[src/rtl/complex_wavelet_correlator_core_macros.svh]
// Assertion macros of the correlator RTL.
`ifndef COMPLEX_WAVELET_CORRELATOR_CORE_MACROS_SVH
`define COMPLEX_WAVELET_CORRELATOR_CORE_MACROS_SVH
`ifndef ASSERT_OFF
// Same-cycle implication, disabled during reset.
`define CWC_ASSERT_IMPLY(label, clk, rst, ante, cons) \
   label: assert property (@(posedge clk) disable iff (rst) (ante) |-> (cons)) \
      else $error("correlator assertion failed");
// Next-cycle implication, disabled during reset.
`define CWC_ASSERT_NEXT(label, clk, rst, ante, cons) \
   label: assert property (@(posedge clk) disable iff (rst) (ante) |=> (cons)) \
      else $error("correlator assertion failed");
`else
`define CWC_ASSERT_IMPLY(label, clk, rst, ante, cons)
`define CWC_ASSERT_NEXT(label, clk, rst, ante, cons)
`endif
`endif

[src/rtl/cwc_mac.sv]
// Tap memory and complex multiply-accumulate fed one sample per cycle.
`default_nettype none
module cwc_mac #(
   parameter int SAMPLE_BITS = 16,
   parameter int TAP_BITS = 18,
   parameter int MAX_TAPS = 64,
   localparam int ADDR_W = $clog2(MAX_TAPS),
   localparam int PROD_W = SAMPLE_BITS + TAP_BITS,
   localparam int ACC_W = PROD_W + $clog2(MAX_TAPS)
) (
   input wire logic clock,
   input wire logic reset,
   input wire logic wr_en,
   input wire logic [ADDR_W-1:0] wr_addr,
   input wire logic signed [TAP_BITS-1:0] wr_real,
   input wire logic signed [TAP_BITS-1:0] wr_imag,
   input wire logic rd_en,
   input wire logic [ADDR_W-1:0] rd_addr,
   input wire logic signed [SAMPLE_BITS-1:0] sample,
   input wire logic clear,
   output logic signed [ACC_W-1:0] acc_real,
   output logic signed [ACC_W-1:0] acc_imag
);
   logic signed [TAP_BITS-1:0] tap_mem_real [MAX_TAPS];
   logic signed [TAP_BITS-1:0] tap_mem_imag [MAX_TAPS];
   logic signed [TAP_BITS-1:0] tap_real_ff;
   logic signed [TAP_BITS-1:0] tap_imag_ff;
   logic signed [SAMPLE_BITS-1:0] sample_ff;
   logic signed [PROD_W-1:0] prod_real_ff;
   logic signed [PROD_W-1:0] prod_imag_ff;
   logic en1_ff;
   logic en2_ff;
   logic signed [ACC_W-1:0] acc_real_ff;
   logic signed [ACC_W-1:0] acc_imag_ff;
   logic signed [ACC_W-1:0] acc_real_in;
   logic signed [ACC_W-1:0] acc_imag_in;

   // Tap memory with registered read, then the product stage.
   always_ff @(posedge clock) begin
      if (wr_en) begin
         tap_mem_real[wr_addr] <= wr_real;
         tap_mem_imag[wr_addr] <= wr_imag;
      end
      tap_real_ff <= tap_mem_real[rd_addr];
      tap_imag_ff <= tap_mem_imag[rd_addr];
      sample_ff <= sample;
      prod_real_ff <= sample_ff * tap_real_ff;
      prod_imag_ff <= sample_ff * tap_imag_ff;
   end

   // Accumulate products that belong to the current coefficient.
   always_comb begin
      acc_real_in = acc_real_ff;
      acc_imag_in = acc_imag_ff;
      if (clear) begin
         acc_real_in = '0;
         acc_imag_in = '0;
      end else if (en2_ff) begin
         acc_real_in = acc_real_ff + ACC_W'(prod_real_ff);
         acc_imag_in = acc_imag_ff + ACC_W'(prod_imag_ff);
      end
   end

   always_ff @(posedge clock) begin
      if (reset) begin
         en1_ff <= 1'b0;
         en2_ff <= 1'b0;
         acc_real_ff <= '0;
         acc_imag_ff <= '0;
      end else begin
         en1_ff <= rd_en;
         en2_ff <= en1_ff;
         acc_real_ff <= acc_real_in;
         acc_imag_ff <= acc_imag_in;
      end
   end

   assign acc_real = acc_real_ff;
   assign acc_imag = acc_imag_ff;
endmodule
`default_nettype wire

[config.mk]
export PLATFORM = sky130hd
export DESIGN_NAME = cwc_mac
export DESIGN_NICKNAME = d
export VERILOG_FILES = /design/src/rtl/complex_wavelet_correlator_core_macros.svh /design/src/rtl/cwc_mac.sv
export SDC_FILE = /design/constraint.sdc
export NUM_CORES = 2
export LEC_CHECK = 0
export ABC_AREA = 1
export BUFFER_PORTS_ARGS = -buffer_cell sky130_fd_sc_hd__buf_4
export CAP_MARGIN = 10
export CORE_MARGIN = 4
export CORE_UTILIZATION = 25
export CTS_BUF_LIST = sky130_fd_sc_hd__clkbuf_4 sky130_fd_sc_hd__clkbuf_8 sky130_fd_sc_hd__clkbuf_16
export DETAILED_ROUTE_END_ITERATION = 8
export SLEW_MARGIN = 20
export SYNTH_ARGS = -nofsm -noshare
export SYNTH_HDL_FRONTEND = slang
export SYNTH_SLANG_ARGS = --single-unit
export TNS_END_PERCENT = 5
[constraint.sdc]
create_clock -name clock -period 6.7 [get_ports clock]
set_input_delay 0.67 -clock clock [delete_from_list [all_inputs] [get_ports clock]]
set_output_delay 0.67 -clock clock [all_outputs]
set_load 0.05 [all_outputs]
; After elaboration in Yosys (flattened, before gate mapping)
; Memory sizes are Yosys's and may differ from the RTL's. A register that Yosys moved wholly into a read port is not among the register bits.
; Index checks and enable logic that the tools add are counted.
[totals]
elab_cells = 16
in_bits = 69
mem_bits_rw = 2304
memories = 2
out_inout_bits = 80
ff_bits = 166
[mem_list]
columns = name, words, word_bits, rd, rd_ports_with_merged_regs, wr, line
row1 = tap_mem_imag, 64, 18, 1, 1, 1, cwc_mac.sv:25  ; logic signed [TAP_BITS-1:0] tap_mem_imag [MAX_TAPS];
row2 = tap_mem_real, 64, 18, 1, 1, 1, cwc_mac.sv:24  ; logic signed [TAP_BITS-1:0] tap_mem_real [MAX_TAPS];
[classes]
mul = 2
add_sub_neg = 2
reduce_logical = 1
muxes = 2
[ops]
columns = operator, n
row1 = $add 40x34->40, 2
row2 = $mul 16x18->34, 2
row3 = $mux 1, 2
row4 = $reduce_or 2->1, 1

; Depth between registers and ports, before layout
[logic_depth]
ltp_word = 2
mapped_depth = 26
depth_no_buf = 24

; Worst setup path after synthesis
; OpenSTA, ideal clock, no wires.
[synth_path]
kind = reg2reg
from = register sample_ff[3]
to = register prod_real_ff[31]
t_arrival_ns = 5.466
period_less_slack_ns = 5.578
setup_ns = 0.112
t_required_ns = 6.588
n_path_buf = 2
setup_slack_ns = 1.122
stages_incl_launch_ff = 21
path_cell_list = dfxtp_1 clkbuf_1 clkbuf_1 nand2_1 inv_1 fa_1 fa_1 inv_1 fa_1 inv_1 fa_1 fa_1 fa_1 ha_1 a21o_1 a31oi_1 nor2_1 nor4_1 nand2_1 nand2_1 nand2_1
[synth_via]
elab_chain_cells = 1
[synth_rtl]
columns = item, line
row1 = "start, declared", cwc_mac.sv:28  ; logic signed [SAMPLE_BITS-1:0] sample_ff;
row2 = "start signal, assigned", cwc_mac.sv:46  ; sample_ff <= sample;
row3 = $mul 16x18->34, cwc_mac.sv:47  ; prod_real_ff <= sample_ff * tap_real_ff;
row4 = "end signal, assigned", cwc_mac.sv:47
row5 = "end, declared", cwc_mac.sv:29  ; logic signed [PROD_W-1:0] prod_real_ff;
; Every way passes these cells.
; A chain may end at the register's enable or synchronous reset.

; Worst setup path in the final report
[layout_path]
from = register tap_imag_ff[6], read port of tap_mem_imag
to = register prod_imag_ff[33]
[layout_via]
elab_chain_cells = 1
[layout_rtl]
columns = item, line
row1 = "start, declared", cwc_mac.sv:27  ; logic signed [TAP_BITS-1:0] tap_imag_ff;
row2 = $mul 16x18->34, cwc_mac.sv:48  ; prod_imag_ff <= sample_ff * tap_imag_ff;
row3 = "end signal, assigned", cwc_mac.sv:48
row4 = "end, declared", cwc_mac.sv:30  ; logic signed [PROD_W-1:0] prod_imag_ff;
; Every way passes these cells.

==> metrics <==
status finished, violations left; failing checks antenna rules; yosys warns 0; CORE AREA 495000 um^2; Worst R2R Setup Slack 0.62 ns; RSZ-0062 raised after global routing false; worst-margin pin slew 1.16 ns; Die Wd 714 um; met3 Resource Use GR 2.06%; TNS Setup 0 ns; Num CTS Buffers 229; wire per inst 19.5 um; Peak VDD IR 0.00137 V; Fin Hold WS 0.0757 ns; final worst slack 0.615 ns; CTS tree done; crit end category flop; CP Buf/Inv Count 4; die area 510000 um^2; Worst path depth 19; Final setup violation count 0; reg2reg end prod_imag_ff[33]; Mapped Area 125000 um^2; PwrDens 509 nW/um^2; htree depth 4; DR vias 85588; post-route clock period utilization 90.8%; worst-path fanout max 9; Syn Nets 12430; WP data required 7.41 ns; Critical Path Source tap_imag_ff[6]; Reg clk slew, reported paths 0.07 ns; post-synthesis sequential area ratio 58.8%; antenna violations before repair 32; grt total ovfl 0; Tmin final 6.08 ns; syn avg cell area 10.8 um^2; total track usage 13.5%; Die Y 714 um; # clock sinks 2506; Starting Density 25.2%; share of cells above drive strength 1 6.40%; Placed Area 133000 um^2; # DRC 0; CP Launch Type flop; Post-DP HPWL 209000 um; number of global-route vias before repair 82980; Hold Crit Class primary input to flop; met1 usage in global routing 19.3%; CP max-delay cell dfxtp_1; met2 Track Usage GR 21.5%; Synth area leader edfxtp_1; Async SR Flop Fraction 0%; fin util 28.4%; Boundary Pins 149; Slew headroom 22.5%; first drt pass iteration count 6; CP arrival 6.80 ns; final slew viol count 0; CP top delay family adder cells; Site Rows 258; Net count, final 12343; Area contributors post-synth edfxtp_1 (56%), fa_1 (9.4%), nand2_1 (5.2%), o21ai_0 (5.1%), nor2_1 (5.0%); Post-synth EDFFs 2304; max-cap viol count 0; Worst Reg-to-Reg Cells 19; Final Hold Viols 0; P_leak 52.9 nW; Distinct cells, synth 45; Iter 0 DRT Violations 9187; Setup Skew 0.105 ns; busiest grt layer met2; CP Capture Point prod_imag_ff[33]; Final Instance Area 140000 um^2; post-route ant nets 1; Via-to-Cell Ratio 4.69; CP most frequent cell fa_1; global-route wire length before repair 532000 um; placer congestion estimate 0.883; area growth from synthesis to layout 12.7%; port bufs 148; drt total wl 355000 um; worst slack, placed 0.616 ns; Cells after Synth 11529; Achievable Freq 164 MHz; Yosys reg bits 2506; Max clock buf depth 4; postcts setup bufs 0; CP Class flop to flop; FF-to-FF Start tap_imag_ff[6]; Root Driver clkbuf_16; crit path cell chain buf_4, nand2_1, fa_1, inv_1, fa_1, fa_1, fa_1, fa_1, inv_1, fa_1, inv_1, ha_1, a21oi_1, o21ai_0, a21oi_1, o21ai_0, a21oi_1, and2_1, nor2_1; share of the synthesized area in the top cell type 55.5%; Clk Latency, worst-skew pair 0.91 ns; max incr delay on CP 0.72 ns; ys flop type edfxtp_1; largest net degree at the start of global routing 349
-- power by group --
part           switching (mW)  leakage, nW  internal, mW
Clock                    5.88         3.58          7.08
Combinational            25.6         26.9          14.5
Sequential              0.405         22.4          18.1
Total                    31.9         52.9          39.7
-- worst register-to-register path: cells and delay by family, from the launching register on --
kind | cells | cell delay [ns]
adders and majority gates | 7 | 3.32
AOI/OAI and AO/OA | 5 | 1.16
DFF | 1 | 0.72
buffers and inverters | 4 | 0.48
and+or+nand+nor | 3 | 0.29
-- stage by stage --
step                total power, mW  cells
global route                   78.2  18253
global placement               58.7  17823
detailed placement             58.7  17824
floorplan                      47.8  11529
finish                         71.5  18265
CTS                            71.8  18251
-- cell families after synthesis --
| group | count (synthesis) | share of synthesized area (%) |
|---|---|---|
| AO/OA/AOI/OAI | 2143 | 9.38 |
| XOR/XNOR | 108 | 0.759 |
| adder cells (fa/ha/maj) | 832 | 11.9 |
| buffers and inverters | 1909 | 6.29 |
| flip-flops | 2506 | 58.8 |
| AND/OR/NAND/NOR | 4031 | 12.9 |
-- registers in the layout, indices dropped and copies added (netlist names), 18 cells and up --
name          flops
acc_imag         40
acc_real         40
prod_imag_ff     34
prod_real_ff     34
tap_imag_ff      18
tap_mem_imag   1152
tap_mem_real   1152
tap_real_ff      18
-- how the worst min path moves through the flow --
stage,from,endpoint,slack (ns),cells past startpoint
after floorplan,en1_ff,en2_ff,0.39,2
after global placement,en1_ff,en2_ff,0.39,2
after detailed placement,en1_ff,en2_ff,0.39,2
after CTS,rd_en,en1_ff,0.02,3
after global routing,rd_en,en1_ff,0.05,3
final,rd_en,en1_ff,0.08,3
-- cell type report --
| cell class | count | area [um^2] |
|---|---|---|
| clock buffers | 272 | 6120 |
| repair buffers | 332 | 2890 |
| diodes | 14 | 35.0 |
| inverters | 1259 | 4780 |
| well taps | 6630 | 8300 |
| flip-flops and latches | 2506 | 73200 |
| multi-input cells | 7114 | 44000 |
| clock inverters | 138 | 1110 |
| fillers | 51135 | 355000 |
-- synthesized netlist by cell type (5+ instances only) --
library cell and instances:
a21o_1 14, a21oi_1 171, a31oi_1 5, and2_1 31
buf_1 36, buf_2 106, buf_4 41, buf_6 44
clkbuf_1 412, clkbuf_2 8, dfxtp_1 202, edfxtp_1 2304
fa_1 582, ha_1 250, inv_1 1252, nand2_1 1715
nand3_1 558, nand4_1 43, nor2_1 1643, nor3_1 19
nor4_1 5, o211ai_1 24, o21ai_0 1261, o21ai_1 47
o21bai_1 28, o221ai_1 6, o22ai_1 573, or2_2 12
xnor2_1 31, xor2_1 77
-- metal layers --
| layer | routed length, um | up-vias |
|---|---|---|
| li1 | - | 38910 |
| met1 | 157000 | 42680 |
| met2 | 161000 | 3500 |
| met3 | 29800 | 488 |
| met4 | 7350 | 10 |
| met5 | 67 | - |
-- repair_timing --
item                       4_1_cts  5_1_grt
hold endpoints to repair        18        0
hold buffers                    17        0
setup endpoints to repair        0        0
resized for setup                0        0
-- cell usage in the layout, fill, tap and decap left out, types with 47 or more instances in the layout --
master	n
dfxtp_1	201
nand3_1	558
o21ai_1	47
a21oi_1	171
nor2_1	1579
nand2_1	1715
nor2_4	64
clkinv_1	67
ha_1	250
o22ai_1	573
inv_1	1252
o21ai_0	1261
xor2_1	77
edfxtp_1	2304
clkbuf_16	232
buf_4	285
fa_1	582
No activity file was read; power rests on OpenSTA's default activity.
