--- config.mk ---
export PLATFORM = sky130hd
export DESIGN_NAME = cwc_cell
export DESIGN_NICKNAME = d
export VERILOG_FILES = /design/src/rtl/complex_wavelet_correlator_core_macros.svh /design/src/rtl/cwc_pkg.sv /design/src/rtl/cwc_cell.sv
export SDC_FILE = /design/constraint.sdc
export NUM_CORES = 1
export LEC_CHECK = 0
export BUFFER_PORTS_ARGS = -buffer_cell sky130_fd_sc_hd__buf_2
export CELL_PAD_IN_SITES_DETAIL_PLACEMENT = 1
export CELL_PAD_IN_SITES_GLOBAL_PLACEMENT = 2
export CORE_MARGIN = 10
export CORE_UTILIZATION = 26
export DETAILED_ROUTE_END_ITERATION = 16
export PLACE_DENSITY_LB_ADDON = 0.25
export REMOVE_ABC_BUFFERS = 1
export SLEW_MARGIN = 20
export SYNTH_ARGS = -nofsm -noshare
export SYNTH_HDL_FRONTEND = slang
export SYNTH_SLANG_ARGS = --single-unit
--- constraint.sdc ---
create_clock -name clock -period 1.82 [get_ports clock]
set_input_delay 0.182 -clock clock [delete_from_list [all_inputs] [get_ports clock]]
set_output_delay 0.182 -clock clock [all_outputs]
set_load 0.05 [all_outputs]
--- src/rtl/complex_wavelet_correlator_core_macros.svh ---
// Assertion macros of the correlator RTL.
`ifndef COMPLEX_WAVELET_CORRELATOR_CORE_MACROS_SVH
`define COMPLEX_WAVELET_CORRELATOR_CORE_MACROS_SVH
`ifndef ASSERT_OFF
// Same-cycle implication, disabled during reset.
`define CWC_ASSERT_IMPLY(label, clk, rst, ante, cons) \
   label: assert property (@(posedge clk) disable iff (rst) (ante) |-> (cons)) \
      else $error("correlator assertion failed");
// Next-cycle implication, disabled during reset.
`define CWC_ASSERT_NEXT(label, clk, rst, ante, cons) \
   label: assert property (@(posedge clk) disable iff (rst) (ante) |=> (cons)) \
      else $error("correlator assertion failed");
`else
`define CWC_ASSERT_IMPLY(label, clk, rst, ante, cons)
`define CWC_ASSERT_NEXT(label, clk, rst, ante, cons)
`endif
`endif

--- src/rtl/cwc_pkg.sv ---
// Shared types, constants and the arctangent table of the wavelet correlator.
`default_nettype none
package cwc_pkg;
   localparam int GAIN_W = 16;
   localparam int TAP_COUNT_W = 7;
   localparam int TAP_INDEX_W = 6;
   localparam int POS_W = 16;
   localparam int MAG_W = 32;
   localparam int PHASE_W = 16;
   localparam int ANGLE_W = 32;
   localparam int CORDIC_STEPS = 30;
   localparam int CSR_DATA_W = 16;
   localparam int CSR_INDEX_W = 1;

   // Register indexes of the write port.
   localparam logic [CSR_INDEX_W-1:0] CSR_TAP_COUNT = 1'b0;
   localparam logic [CSR_INDEX_W-1:0] CSR_NORM_GAIN = 1'b1;

   localparam logic [TAP_COUNT_W-1:0] TAP_COUNT_RESET = 7'd64;
   localparam logic [GAIN_W-1:0] NORM_GAIN_RESET = 16'd8192;
   localparam logic [TAP_COUNT_W-1:0] MIN_TAPS = 7'd4;

   // Input word kinds.
   localparam logic KIND_TAP = 1'b0;
   localparam logic KIND_SAMPLE = 1'b1;

   // Controls of one window cell.
   typedef struct packed {
      logic clear;
      logic load;
      logic rotate;
   } cell_ctl_type;

   // Arctangent of 2^-step, with 2^31 units per pi.
   function automatic logic [ANGLE_W-1:0] atan_angle(input logic [4:0] step);
      logic [ANGLE_W-1:0] angle;
      case (step)
         5'd0: angle = 32'h20000000;
         5'd1: angle = 32'h12E4051E;
         5'd2: angle = 32'h09FB385B;
         5'd3: angle = 32'h051111D4;
         5'd4: angle = 32'h028B0D43;
         5'd5: angle = 32'h0145D7E1;
         5'd6: angle = 32'h00A2F61E;
         5'd7: angle = 32'h00517C55;
         5'd8: angle = 32'h0028BE53;
         5'd9: angle = 32'h00145F2F;
         5'd10: angle = 32'h000A2F98;
         5'd11: angle = 32'h000517CC;
         5'd12: angle = 32'h00028BE6;
         5'd13: angle = 32'h000145F3;
         5'd14: angle = 32'h0000A2F9;
         5'd15: angle = 32'h0000517C;
         5'd16: angle = 32'h000028BE;
         5'd17: angle = 32'h0000145F;
         5'd18: angle = 32'h00000A2F;
         5'd19: angle = 32'h00000517;
         5'd20: angle = 32'h0000028B;
         5'd21: angle = 32'h00000145;
         5'd22: angle = 32'h000000A2;
         5'd23: angle = 32'h00000051;
         5'd24: angle = 32'h00000028;
         5'd25: angle = 32'h00000014;
         5'd26: angle = 32'h0000000A;
         5'd27: angle = 32'h00000005;
         5'd28: angle = 32'h00000002;
         5'd29: angle = 32'h00000001;
         default: angle = '0;
      endcase
      return angle;
   endfunction
endpackage
`default_nettype wire

--- src/rtl/cwc_cell.sv ---
// One cell of the sample window ring: holds one sample.
`default_nettype none
module cwc_cell #(
   parameter int WIDTH = 16
) (
   input wire logic clock,
   input wire logic reset,
   input wire cwc_pkg::cell_ctl_type ctl,
   input wire logic signed [WIDTH-1:0] from_prev,
   input wire logic signed [WIDTH-1:0] from_next,
   output logic signed [WIDTH-1:0] value
);
   logic signed [WIDTH-1:0] value_ff;
   logic signed [WIDTH-1:0] value_in;

   // Clear wins over a shift-in, which wins over a ring rotation.
   always_comb begin
      value_in = value_ff;
      if (ctl.clear) begin
         value_in = '0;
      end else if (ctl.load) begin
         value_in = from_prev;
      end else if (ctl.rotate) begin
         value_in = from_next;
      end
   end

   always_ff @(posedge clock) begin
      if (reset) begin
         value_ff <= '0;
      end else begin
         value_ff <= value_in;
      end
   end

   assign value = value_ff;
endmodule
`default_nettype wire

; ---- Word level (Yosys, flattened, before mapping)
; Index checks and enable logic that the tools add are counted.
[op_classes]
mux = 2
n_reduce_logical = 2
[op_table]
columns = operator, count
row1 = $mux 16, 2
row2 = $reduce_bool 2->1, 1
row3 = $reduce_or 2->1, 1
[word_totals]
register_bits = 16
out_inout_bits = 16

; ---- Logic depth before layout (Yosys ltp)
; Gate-level depths: netlist of run 1.
[depth]
depth_word = 2
ltp_mapped = 4

; ---- Worst setup path before layout of run 1
; OpenSTA, ideal clock, no wires.
[synth_path]
path_type = flip-flop to flip-flop
startpoint = register value[10] (netlist name)
endpoint = register value_ff[10] (netlist: value[10])
setup_ns = 0.116
arrival_ns = 0.971
slack_ns = 0.733
path_stages_with_launch = 3
path_buffers = 0
path_cell_list = dfxtp_1 mux2_4 o211a_1
[synth_rtl]
columns = item, line_no
row1 = end signal: assignment, cwc_cell.sv:32  ; value_ff <= value_in;
row2 = end: declaration, cwc_cell.sv:13  ; logic signed [WIDTH-1:0] value_ff;

; ---- Final worst setup path of run 1
[layout_path]
startpoint = register value_ff[6] (netlist: value[6])
endpoint = output port value[6]
[layout_rtl]
columns = item, line_no
row1 = end: declaration, cwc_cell.sv:11  ; output logic signed [WIDTH-1:0] value
; No word-level cell between the ends.

==> out/qor.yml, run 1 <==
ys_seq_area_frac: 0.375
ant_nets: 0
hold_ws_ns: 0.212
die-area_sq_mm: 0.00597
cts-root-buf: "clkbuf_4"
initial_core_util: 0.275
largest_reg_flops: 16
drt_iter0_drc: 20
hold_buffers: 0
std_cell_rows: 20
routed.top_layer: "met4"
diodes: 0
synthTopCellsByArea: "dfxtp_1, o211a_1, mux2_4"
pin_count: 53
clk_pin_slew_ns: 0.09
grt.total_usage: 0.0877
postCtsSetupRepairBufs: 0
cp-start-kind: "register"
worst_pin_slew_ns: 0.454
fin_nets: 161
tns_ns: 0
cts_tree: "yes"
grt_max_degree: 21
clock_skew_ns: 0
syn_inst: 71
synth-warning-count: 0
numCtsBuffers: 3
power_density_mw_per_mm2: 703
via_per_inst: 4.46
p_leak_nw: 0.733
first_global_vias: 834
die_x_um: 77.3
port_buffers: 52
wirelength_met1_um: 1010
area_delta_synth_final_pct: 37.1
netlist.area_leader.share: 0.375
synthesis.area_sq_um: 853
cpLargestDelayFamily: "flip-flops"
cts_resized: 0
path_max_fanout: 2
drv_slew: 0
grt_overflow: 0
h-tree-depth: 1
slowest_delay_ns: 0.36
antenna_found_initial: 0
clock-sinks: 16
drt_wl_total_um: 2620
fin_crit_ns: 1.09
critPathSlowestCell: "dfxtp_1"
fin_crit_sh: 0.601
ys_ff_latch: 16
coreArea_sq_mm: 0.00310
cap_violations: 0
crit_arrival_ns: 0.91
path_class: "reg2out"
fmax_mhz: 914
die_h_um: 77.3
end_kind: "output port"
grt_first_pass_wirelength_um: 4160
relSlewSlack: 0.697
avgSynthCellArea_sq_um: 12.0
wl_per_cell_um: 15.7
setup_viol: 0
hp-class: "in2reg"
synth_area_leader_cell: "dfxtp_1"
status: "completed"
drtPass1Iterations: 4
layout-drive-gt1-share: 0.602
worstSkewPairLatency_ns: 0.28
dr_wl_met3_um: 174
dr_total_vias: 744
drc: 0
timing.final.hold_violations: 0
rsz0062_at_grt: "false"
ir_worst_vdd_uv: 179
cts_buffer_depth: 2
wl_met2_um: 1390
cp_data_required_time_ns: 1.64
ys_types: 11
path_cells: "buf_2"
crit_buf_inv: 1
gp_congestion: 0.648
## cells in the mapped netlist
library cell,count
buf_12,1
buf_2,3
buf_6,1
clkbuf_1,1
dfxtp_1,16
mux2_2,6
mux2_4,10
nand2b_1,15
nor2_1,1
o211a_1,16
or2b_1,1
## path summary, 6_finish.rpt
check	from	to	slack [ns]	cells past startpoint
worst max register to register	value[6]$_SDFFE_PP0P_	value[6]$_SDFFE_PP0P_	0.93	2
worst max-delay path	value[6]$_SDFFE_PP0P_	value[6]	0.73	1
worst min-delay path	from_prev[0]	value[0]$_SDFFE_PP0P_	0.21	3
worst min register to register	value[12]$_SDFFE_PP0P_	value[12]$_SDFFE_PP0P_	0.61	2
## final cells by class
| class | instances | area (sq um) |
|---|---|---|
| tap | 44 | 55.1 |
| timing repair buffer | 54 | 275 |
| fill | 390 | 1930 |
| clock buffer | 4 | 36.3 |
| multi-input combinational | 49 | 483 |
| sequential | 16 | 320 |
## cell families after synthesis
group | after synthesis | share of synthesized area
buf+inv | 6 | 0.0586
simple gates | 17 | 0.123
compound gates | 16 | 0.188
mux | 16 | 0.255
flops | 16 | 0.375
## stage by stage
stage	std cells	area [sq um]	worst slack [ns]	total power [mW]	util
floorplan	65	803	0.733	0.514	-
global placement	163	1130	0.544	0.596	0.365
detailed placement	163	1130	0.529	0.603	0.365
CTS	167	1170	0.705	0.838	0.377
global route	167	1170	0.676	0.873	0.377
finish	167	1170	0.726	0.822	0.377
## tightest hold or removal path: cells and delay by family
| kind | cells | cell delay (ns) |
|---|---|---|
| AND/OR/NAND/NOR | 1 | 0.08 |
| buffers and inverters | 1 | 0.07 |
| AO/OA/AOI/OAI | 1 | 0.13 |
## report_power, final
| group | total, mW | switching, mW | internal [mW] |
|---|---|---|---|
| Clock | 0.232 | 0.110 | 0.122 |
| Sequential | 0.376 | 0.00832 | 0.367 |
| Combinational | 0.215 | 0.119 | 0.0960 |
## placed cells by master (no fill, tap or decap)
master    count
buf_2        52
o211a_1      16
nor2_1        1
mux2_4       10
nand2b_1     15
clkbuf_4      3
mux2_2        6
clkbuf_8      1
buf_4         2
dfxtp_1      16
or2b_1        1
## metal layers
layer | vias up | global-route usage
li1 | 361 | -
met1 | 358 | 0.0869
met2 | 23 | 0.155
met3 | 2 | 0.0280
met4 | 0 | 0.0547
met5 | - | 0
Power figures use the tool's default switching activity.
==> run 2, diff against run 1 <==
Settings changed: CORE_UTILIZATION 26 to 21.
Clock period 1.82 ns to 1 ns, I/O delays scaled along.
==> out/qor.yml, run 2 (same netlist as run 1, synthesis figures left out) <==
status: "completed"
via_per_inst: 4.24  # -4.8%
hp-start: "from_prev[13]"
cap_violations: 0  # unchanged
ant_nets: 0  # unchanged
pre_cts_ws_ns: -0.0569  # -0.586 ns
final.setup.worst_slack_ns: 0.0604  # -0.666 ns
setup_viol: 0  # unchanged
postCtsSetupRepairBufs: 0  # unchanged
hold_buffers: 0  # unchanged
die_x_um: 83.7  # +8.4%
fin_nets: 163  # +1.2%
largest_reg_flops: 16  # unchanged
critPathLaunch: "value[3]$_SDFFE_PP0P_"
antenna_found_initial: 0  # unchanged
grt_max_degree: 19  # -9.5%
grt_overflow: 0  # unchanged
dr_total_vias: 738  # -0.81%
clk_pin_slew_ns: 0.06  # -0.03 ns
drtPass1Iterations: 4  # unchanged
crit_buf_inv: 1  # unchanged
relSlewSlack: 0.827  # +0.129
drc: 0  # unchanged
pin_count: 53  # unchanged
die_h_um: 83.7  # +8.4%
cp-start-kind: "register"
wl_per_cell_um: 15.0  # -4.4%
slowest_delay_ns: 0.33  # -0.03 ns
numCtsBuffers: 3  # unchanged
grt_first_pass_wirelength_um: 4220  # +1.5%
final_util: 0.305  # -0.0717
cts_tree: "yes"
crit_arrival_ns: 0.84  # -0.07 ns
gp_congestion: 0.697  # +7.6%
path_max_fanout: 2  # unchanged
cts_resized: 0  # unchanged
fin_crit_ns: 0.940
fill_cells: 481  # +23%
coreArea_sq_mm: 0.00397  # +28%
critPathSlowestCell: "dfxtp_1"
cp_data_required_time_ns: 0.90  # -0.74 ns
r2r_slack_ns: 0.13  # -0.80 ns
dp_hpwl_um: 2080
grt.total_usage: 0.0727  # -0.0150
timing.final.hold_violations: 0  # unchanged
worstReg2RegStart: "value[4]$_SDFFE_PP0P_"
worst_pin_slew_ns: 0.262  # -0.192 ns
tns_ns: 0  # unchanged
end_kind: "output port"
ir_worst_vdd_uv: 385  # +110%
power_density_mw_per_mm2: 1280  # +83%
area_delta_synth_final_pct: 42.1
drv_slew: 0  # unchanged
cts-root-buf: "clkbuf_8"
std_cell_rows: 23  # +15%
diodes: 0  # unchanged
clock_skew_ns: 0  # unchanged
initial_core_util: 0.215  # -0.0601
port_buffers: 52  # unchanged
final_common_cell: "buf_2"
final_cell_mix: "buf_2, o211a_1, dfxtp_1"
first_global_vias: 836  # +0.24%
p_leak_nw: 0.747  # +2.0%
fin_area_sq_mm: 0.00121  # +3.6%
die-area_sq_mm: 0.00701  # +17%
rsz0062_at_grt: "false"
fmax_mhz: 1060
drt_iter0_drc: 32  # +60%
path_class: "reg2out"
clock-sinks: 16  # unchanged
placed_area_sq_mm: 0.00117  # +3.1%
h-tree-depth: 1  # unchanged
fin_crit_sh: 0.940
cpLargestDelayFamily: "flip-flops"
drt_wl_total_um: 2610  # -0.38%
path_cells: "buf_2"
worstSkewPairLatency_ns: 0.24  # -0.04 ns
hp-class: "in2reg"
cts_buffer_depth: 2  # unchanged
hold_ws_ns: 0.175  # -0.0375 ns
layout-drive-gt1-share: 0.605  # +0.00321
## run 2: final cells by class
type	instances	area, sq um	area share
tap	50	62.6	0.0516
sequential	16	320	0.264
clock buffer	3	41.3	0.0341
multi-input combinational	49	483	0.398
timing repair buffer	56	305	0.252
## run 2: path summary, 6_finish.rpt
| check | to | cells after the start |
|---|---|---|
| min | value[13]$_SDFFE_PP0P_ | 3 |
| max | value[3] | 1 |
| max reg2reg | value[4]$_SDFFE_PP0P_ | 2 |
| min reg2reg | value[2]$_SDFFE_PP0P_ | 2 |
## run 2: metrics by stage
stage	power, mW	instances
2_1_floorplan	0.936	65
6_report	1.56	174
5_1_grt	1.66	174
4_1_cts	1.60	174
3_3_place_gp	1.10	171
3_5_place_dp	1.11	171
## run 2: where the power goes
part           switching, mW  internal, mW
clock network          0.202         0.266
logic                  0.218         0.186
registers             0.0139         0.670
total                  0.434          1.12
## run 2: worst min-delay path: cells and delay by family
family	cells	cell delay, ns
simple gates	1	0.08
compound gates	1	0.14
buf+inv	1	0.07
## run 2: per-layer routing
layer / GRT usage / part of all wire
met3: 0.0293 / 0.097
met5: 0 / 0
met4: 0.0320 / 0.011
met1: 0.0838 / 0.44
met2: 0.115 / 0.45
